**config.mk**
```make
export PLATFORM = sky130hd
export DESIGN_NAME = lmwc_mac
export DESIGN_NICKNAME = d
export VERILOG_FILES = /design/src/rtl/lmwc_pkg.sv /design/src/rtl/lmwc_mac.sv
export SDC_FILE = /design/constraint.sdc
export NUM_CORES = 1
export LEC_CHECK = 0
export CORE_MARGIN = 1
export CORE_UTILIZATION = 60
export DETAILED_ROUTE_END_ITERATION = 8
export DONT_BUFFER_PORTS = 1
export PLACE_DENSITY = 0.87
export SLEW_MARGIN = 10
export SYNTH_ARGS = -nofsm -noshare
export SYNTH_HDL_FRONTEND = slang
export SYNTH_SLANG_ARGS = --single-unit
```
**constraint.sdc**
```tcl
create_clock -name clk -period 9.8 [get_ports clk]
set_input_delay 0.98 -clock clk [delete_from_list [all_inputs] [get_ports clk]]
set_output_delay 0.98 -clock clk [all_outputs]
set_load 0.01 [all_outputs]
```
**src/rtl/lmwc_pkg.sv**
```systemverilog
// Shared constants and helpers for the lag multiply-with-carry generator.
package lmwc_pkg;

  localparam logic [1:0] ACT_SEED = 2'd0;
  localparam logic [1:0] ACT_WORD = 2'd1;
  localparam logic [1:0] ACT_BYTE = 2'd2;

  localparam logic [2:0] BYTES_WORD = 3'd4;
  localparam logic [2:0] BYTES_ONE  = 3'd1;

  localparam logic [29:0] MWC_MULT    = 30'd611376378;
  localparam logic [31:0] CARRY_RESET = 32'd123;

  // Even readings are byte-reversed; only the low word of the result is kept.
  function automatic logic [31:0] seed_word(input logic [63:0] cv);
    logic [31:0] w;
    if (cv[0]) begin
      w = cv[31:0];
    end else begin
      w = {cv[39:32], cv[47:40], cv[55:48], cv[63:56]};
    end
    return w;
  endfunction

endpackage

```
**src/rtl/lmwc_mac.sv**
```systemverilog
// Multiply-add unit with the carry register.
module lmwc_mac (
  input  logic        clk,
  input  logic        rst,
  input  logic [31:0] operand,
  input  logic        update,
  output logic [31:0] low
);
  import lmwc_pkg::*;

  logic [31:0] carry;
  logic [63:0] t;

  assign t   = 64'(MWC_MULT) * 64'(operand) + 64'(carry);
  assign low = t[31:0];

  always_ff @(posedge clk) begin
    if (rst) begin
      carry <= CARRY_RESET;
    end else if (update) begin
      carry <= t[63:32];
    end
  end

endmodule

```
==> results of run 1 <==
[worst min-delay path: stages, from the launching register on]
cell     delay [ns]
dfxtp_1        0.31
nand2_1        0.06
a21oi_1        0.05
[repair_timing]
| item | 4_1_cts | 5_1_grt |
|---|---|---|
| gates resized for setup | 0 | 39 |
| hold endpoints to repair | 0 | 0 |
| buffers inserted | 0 | 3 |
| setup endpoints to repair | 0 | 13 |
[layer usage]
metal / part of all wire [%] / vias up / GRT usage [%]
met5: 0 / - / 0
met4: 5.4 / 0 / 16.2
met3: 8.8 / 213 / 6.51
met2: 48 / 893 / 57.3
met1: 38 / 8717 / 41.9
li1: - / 8015 / -
[path summary, 6_finish.rpt]
kind | from | endpoint | slack (ns) | cells past startpoint
worst max register to register | carry[1]$_SDFFE_PP1P_ | carry[29]$_SDFFE_PP0P_ | 5.77 | 16
worst min register to register | carry[17]$_SDFFE_PP0P_ | carry[17]$_SDFFE_PP0P_ | 0.47 | 2
worst min-delay path | carry[17]$_SDFFE_PP0P_ | carry[17]$_SDFFE_PP0P_ | 0.47 | 2
worst max-delay path | operand[13] | low[30] | 0.30 | 28
[placed cells by master (no fill, tap or decap), types with 6 or more instances in the layout]
master and n:
a211o_1 6, a211oi_1 28, a21o_1 35, a21oi_1 111, a21oi_2 8, a31oi_1 11
and2_1 13, and3_1 7, and4_1 8, buf_4 39, dfxtp_1 31, fa_1 376
ha_1 438, inv_1 609, nand2_1 113, nand2b_1 18, nand3_1 31, nand4_1 32
nor2_1 104, nor2b_1 12, nor3_1 28, nor4_1 11, o211ai_1 19, o21a_1 12
o21ai_0 59, o21ai_1 13, o21bai_1 16, xnor2_1 57, xor2_1 56
[logic make-up (layout without fill, tap and decap cells)]
kind of cell,Yosys count,in the layout
multiplexers,7,7
buffers and inverters,683,657
flip-flops,31,31
XOR/XNOR,116,116
AO/OA/AOI/OAI,395,395
adder cells (fa/ha/maj),825,825
AND/OR/NAND/NOR,422,422
[through the flow]
step	utilization, %	worst slack [ns]	cell area (sq um)
after global routing	63.2	-0.0256	23200
after CTS	62.7	0.00993	23000
after detailed placement	62.3	0.0442	22900
final	63.2	0.296	23200
after global placement	62.3	0.154	22900
after floorplan	-	0.431	22400
[cell usage after synthesis, types with 4 or more instances]
cell type,number,share of area (%)
a211o_1,6,0.23
a211oi_1,29,0.97
a21o_1,35,1.2
a21oi_1,119,2.7
a31oi_1,11,0.31
a41oi_1,4,0.16
and2_1,13,0.36
and3_1,7,0.20
and4_1,8,0.31
buf_2,17,0.38
buf_4,32,1.1
clkbuf_1,18,0.30
clkbuf_2,4,0.089
dfxtp_1,31,2.8
fa_1,376,34
ha_1,444,25
inv_1,610,10
maj3_1,5,0.22
mux2i_1,4,0.18
nand2_1,114,1.9
nand2b_1,18,0.50
nand3_1,31,0.69
nand4_1,32,0.89
nor2_1,105,1.8
nor2b_1,12,0.33
nor3_1,28,0.62
nor4_1,11,0.31
nor4_2,6,0.33
o211ai_1,19,0.64
o21a_1,12,0.40
o21ai_0,63,1.4
o21ai_1,12,0.27
o21bai_1,16,0.54
o31ai_1,5,0.17
or2_2,5,0.14
or3_1,5,0.14
xnor2_1,58,2.3
xor2_1,57,2.2
[cell type report]
| cell class | count | area, sq um | area share, % |
|---|---|---|---|
| clock inverter | 3 | 23.8 | 0.103 |
| timing repair buffer | 39 | 293 | 1.26 |
| clock buffer | 5 | 125 | 0.540 |
| sequential | 31 | 621 | 2.68 |
| inverter | 610 | 2290 | 9.89 |
| multi-input combinational | 1765 | 19200 | 83.0 |
| tap | 468 | 586 | 2.53 |
==> flow_summary.toml, run 1 <==
[setup_path]
critPathKind = "in -> out"
crit_family = "adder cells"
crit_path_end_kind = "primary output"
worst-path-buf-inv = 7
worst_path_most_repeated_cell = "fa_1"
worst-path-max-fanout = 9
startpoint_type = "input port"
crit_required_ns = 8.82
arrival_ns = 8.52
slowest_stage = "fa_1"
slowest_delay_ns = 0.57

[clock_tree]
clock-root-buffer = "clkbuf_16"
cts-hold-fix-buffers = 0
cts_inserted_buffers = 5
cts_buffer_depth = 2
cts_max_level = 2
cts.sinks = 31
clock_latency_ns = 0.28
tritoncts = "built"
clk_pin_slew_ns = 0.05

[cells_and_area]
antenna_cells = 0
drive_gt1_share_pct = 5.06
final_cells = 2921
synthToLayoutAreaGrowth_pct = 3.32
nFillCells = 2917
top_register = "carry"
largest_reg_flops = 31
nets = 3307
top_regs = "carry x31"

[floorplanning]
die_x_microns = 195
ios = 67
die-area_sq_mm = 0.0382
rows = 70
core-area_sq_mm = 0.0367
start_util_pct = 61.2
die_h_microns = 195

[detailed_routing]
wl_microns = 63300
first_pass_iters = 6
drc_errors = 0
drt_iter0_markers = 1630
vias = 17800
ant_nets = 0
routed_via_density = 6.11
wl_per_cell_microns = 21.7

[yosys]
yosys-mux-area-fraction_pct = 0.329
synth_compound_area_share_pct = 11.8
synthesis.area_sq_mm = 0.0224
ys_seq_area_share_pct = 2.77
synth-edff-count = 0
synthFlopType = "dfxtp_1"
synth_cell_types = 99
synth-simple-area-share_pct = 9.87
yosys.area_share.adder_pct = 58.5
async_flop_share_pct = 0
syn_inst = 2479
synth_nets = 3334
syn_avg_cell_area_sq_um = 9.05
synth_top_family_by_area = "adder cells"
synth_seq_cells = 31
ys_warn_count = 0
synth-xor-area-share_pct = 4.56

[worst_hold_path]
hold_class = "reg -> reg"

[grt]
overflow = 0
grt_pass1_vias = 18900
grt_pass1_wl_microns = 99700
antenna_found_initial = 0
grt_usage_pct = 34.0
grt_max_degree = 49

[sta]
period_share_pct = 97.0
period_needed_ns = 9.50
worstMarginPinSlew_ns = 0.781
holdWs_ns = 0.471
fmaxAchievable_ghz = 0.105
setup_violations = 0
skew_ns = 0.00422
slew-limit-headroom_pct = 47.7
slew_viol_final = 0
setup_tns_ns = 0
hold_viol = 0

[placement]
gp_congestion = 1.06
place_inst = 2910
dp_hpwl_microns = 56400
port-buffer-count = 0

[status]
status = "finished clean"

[flow_run]
cap_violations = 0
Power of run 1 is left out: the tool's default activity adds up to more than one toggle a clock period on the data nets, which glitch-free logic cannot reach.
==> run 2: changes to the inputs <==
--- a/config.mk
+++ b/config.mk
@@ -9,6 +9,7 @@
 export CORE_UTILIZATION = 60
 export DETAILED_ROUTE_END_ITERATION = 8
 export DONT_BUFFER_PORTS = 1
+export MAX_ROUTING_LAYER = met4
 export PLACE_DENSITY = 0.87
 export SLEW_MARGIN = 10
 export SYNTH_ARGS = -nofsm -noshare
==> flow_summary.toml, run 2 (synthesis gave the netlist of run 1 again) <==
[status]
status = "finished clean"

[sta]
slew_viol_final = 0
skew_ns = 0.00698
slew-limit-headroom_pct = 51.5
period_needed_ns = 9.48
fmaxAchievable_ghz = 0.106
worstMarginPinSlew_ns = 0.716
period_share_pct = 96.7
hold_viol = 0
setup_violations = 0

[cells_and_area]
nFillCells = 3034
synthToLayoutAreaGrowth_pct = 4.30
regArea_sq_um = 621
antenna_cells = 0
top_regs = "carry x31"
top_register = "carry"
nets = 3339
multiInputGateArea_sq_mm = 0.0192
utilization_pct = 63.8
layout_commonest_cell = "inv_1"
drive_gt1_share_pct = 6.12
largest_reg_flops = 31
final_cells = 2953
mostFrequentLayoutCells = "inv_1, ha_1, fa_1"

[detailed_routing]
wl_microns = 64900
drc_errors = 0
drt_iter0_markers = 1514
first_pass_iters = 6
wl_per_cell_microns = 22.0
ant_nets = 0
vias = 17800
routed_via_density = 6.01

[grt]
met2_usage_pct = 59.1
grt_max_degree = 49
overflow = 0
antenna_found_initial = 0
grt_pass1_vias = 18700
top_usage_layer = "met2"
grt_usage_pct = 36.1
grtUsageMet1_pct = 46.9
grt_pass1_wl_microns = 103000
grt_use_met3_pct = 5.66

[worst_hold_path]
hold_class = "reg -> reg"

[setup_path]
crit_required_ns = 8.82
worst_path_most_repeated_cell = "fa_1"
critPathKind = "in -> out"
startpoint_type = "input port"
crit_path_end_kind = "primary output"
worst-path-max-fanout = 9
slowest_delay_ns = 0.57
slowest_stage = "fa_1"
arrival_ns = 8.50

[placement]
gp_congestion = 1.07
dp_hpwl_microns = 57900
place_inst = 2942
port-buffer-count = 0

[floorplanning]
ios = 67
start_util_pct = 61.2
die-area_sq_mm = 0.0382
die_h_microns = 195
rows = 70
die_x_microns = 195
core-area_sq_mm = 0.0367

[clock_tree]
tritoncts = "built"
clk_pin_slew_ns = 0.05
cts.sinks = 31
cts_inserted_buffers = 5
clock_latency_ns = 0.28
cts_buffer_depth = 2
clock-root-buffer = "clkbuf_16"
cts_max_level = 2

[flow_run]
cap_violations = 0
## run 2: per-stage QoR
stage               setup TNS [ns]  setup slack, ns  cell area, sq um  hold WS, ns
floorplan                        0            0.431             22400        0.436
global placement                 0            0.240             23100        0.464
detailed placement               0           0.0411             23100        0.472
CTS                              0           0.0157             23200        0.484
global route               -0.0773          -0.0438             23400        0.504
finish                           0            0.323             23400        0.476
## run 2: final timing paths
kind	start	end	slack, ns	cells after the start
max reg2reg	carry[1]$_SDFFE_PP1P_	carry[13]$_SDFFE_PP0P_	5.77	15
max	operand[15]	low[27]	0.32	31
min	carry[5]$_SDFFE_PP1P_	carry[5]$_SDFFE_PP1P_	0.48	1
min reg2reg	carry[5]$_SDFFE_PP1P_	carry[5]$_SDFFE_PP1P_	0.48	1
## run 2: what timing repair did
item                                    in CTS  in global routing
hold buffers                                 0                  0
endpoints found under the setup margin       0                  8
resized for setup                            0                 34
buffers inserted                             0                  3
## run 2: layout make-up
class	instances	area share, %
clock inverter	2	0.0535
tap	468	2.50
sequential	31	2.65
inverter	610	9.81
clock buffer	6	0.551
timing repair buffer	71	2.28
multi-input combinational	1765	82.2
## run 2: per-layer routing
metal | wire length, microns | part of all wire [%]
met4 | 1950 | 3.0
met1 | 26300 | 41
met3 | 5710 | 8.8
met5 | 0 | 0
met2 | 30900 | 48
## run 2: worst max-delay path: cells and delay by family
| kind | cells | cell delay, ns |
|---|---|---|
| buf+inv | 7 | 0.53 |
| xor+xnor | 2 | 0.47 |
| fa+ha+maj | 10 | 4.41 |
| simple gates | 4 | 0.66 |
| compound gates | 8 | 1.44 |
Power of run 2 is left out for the same reason.
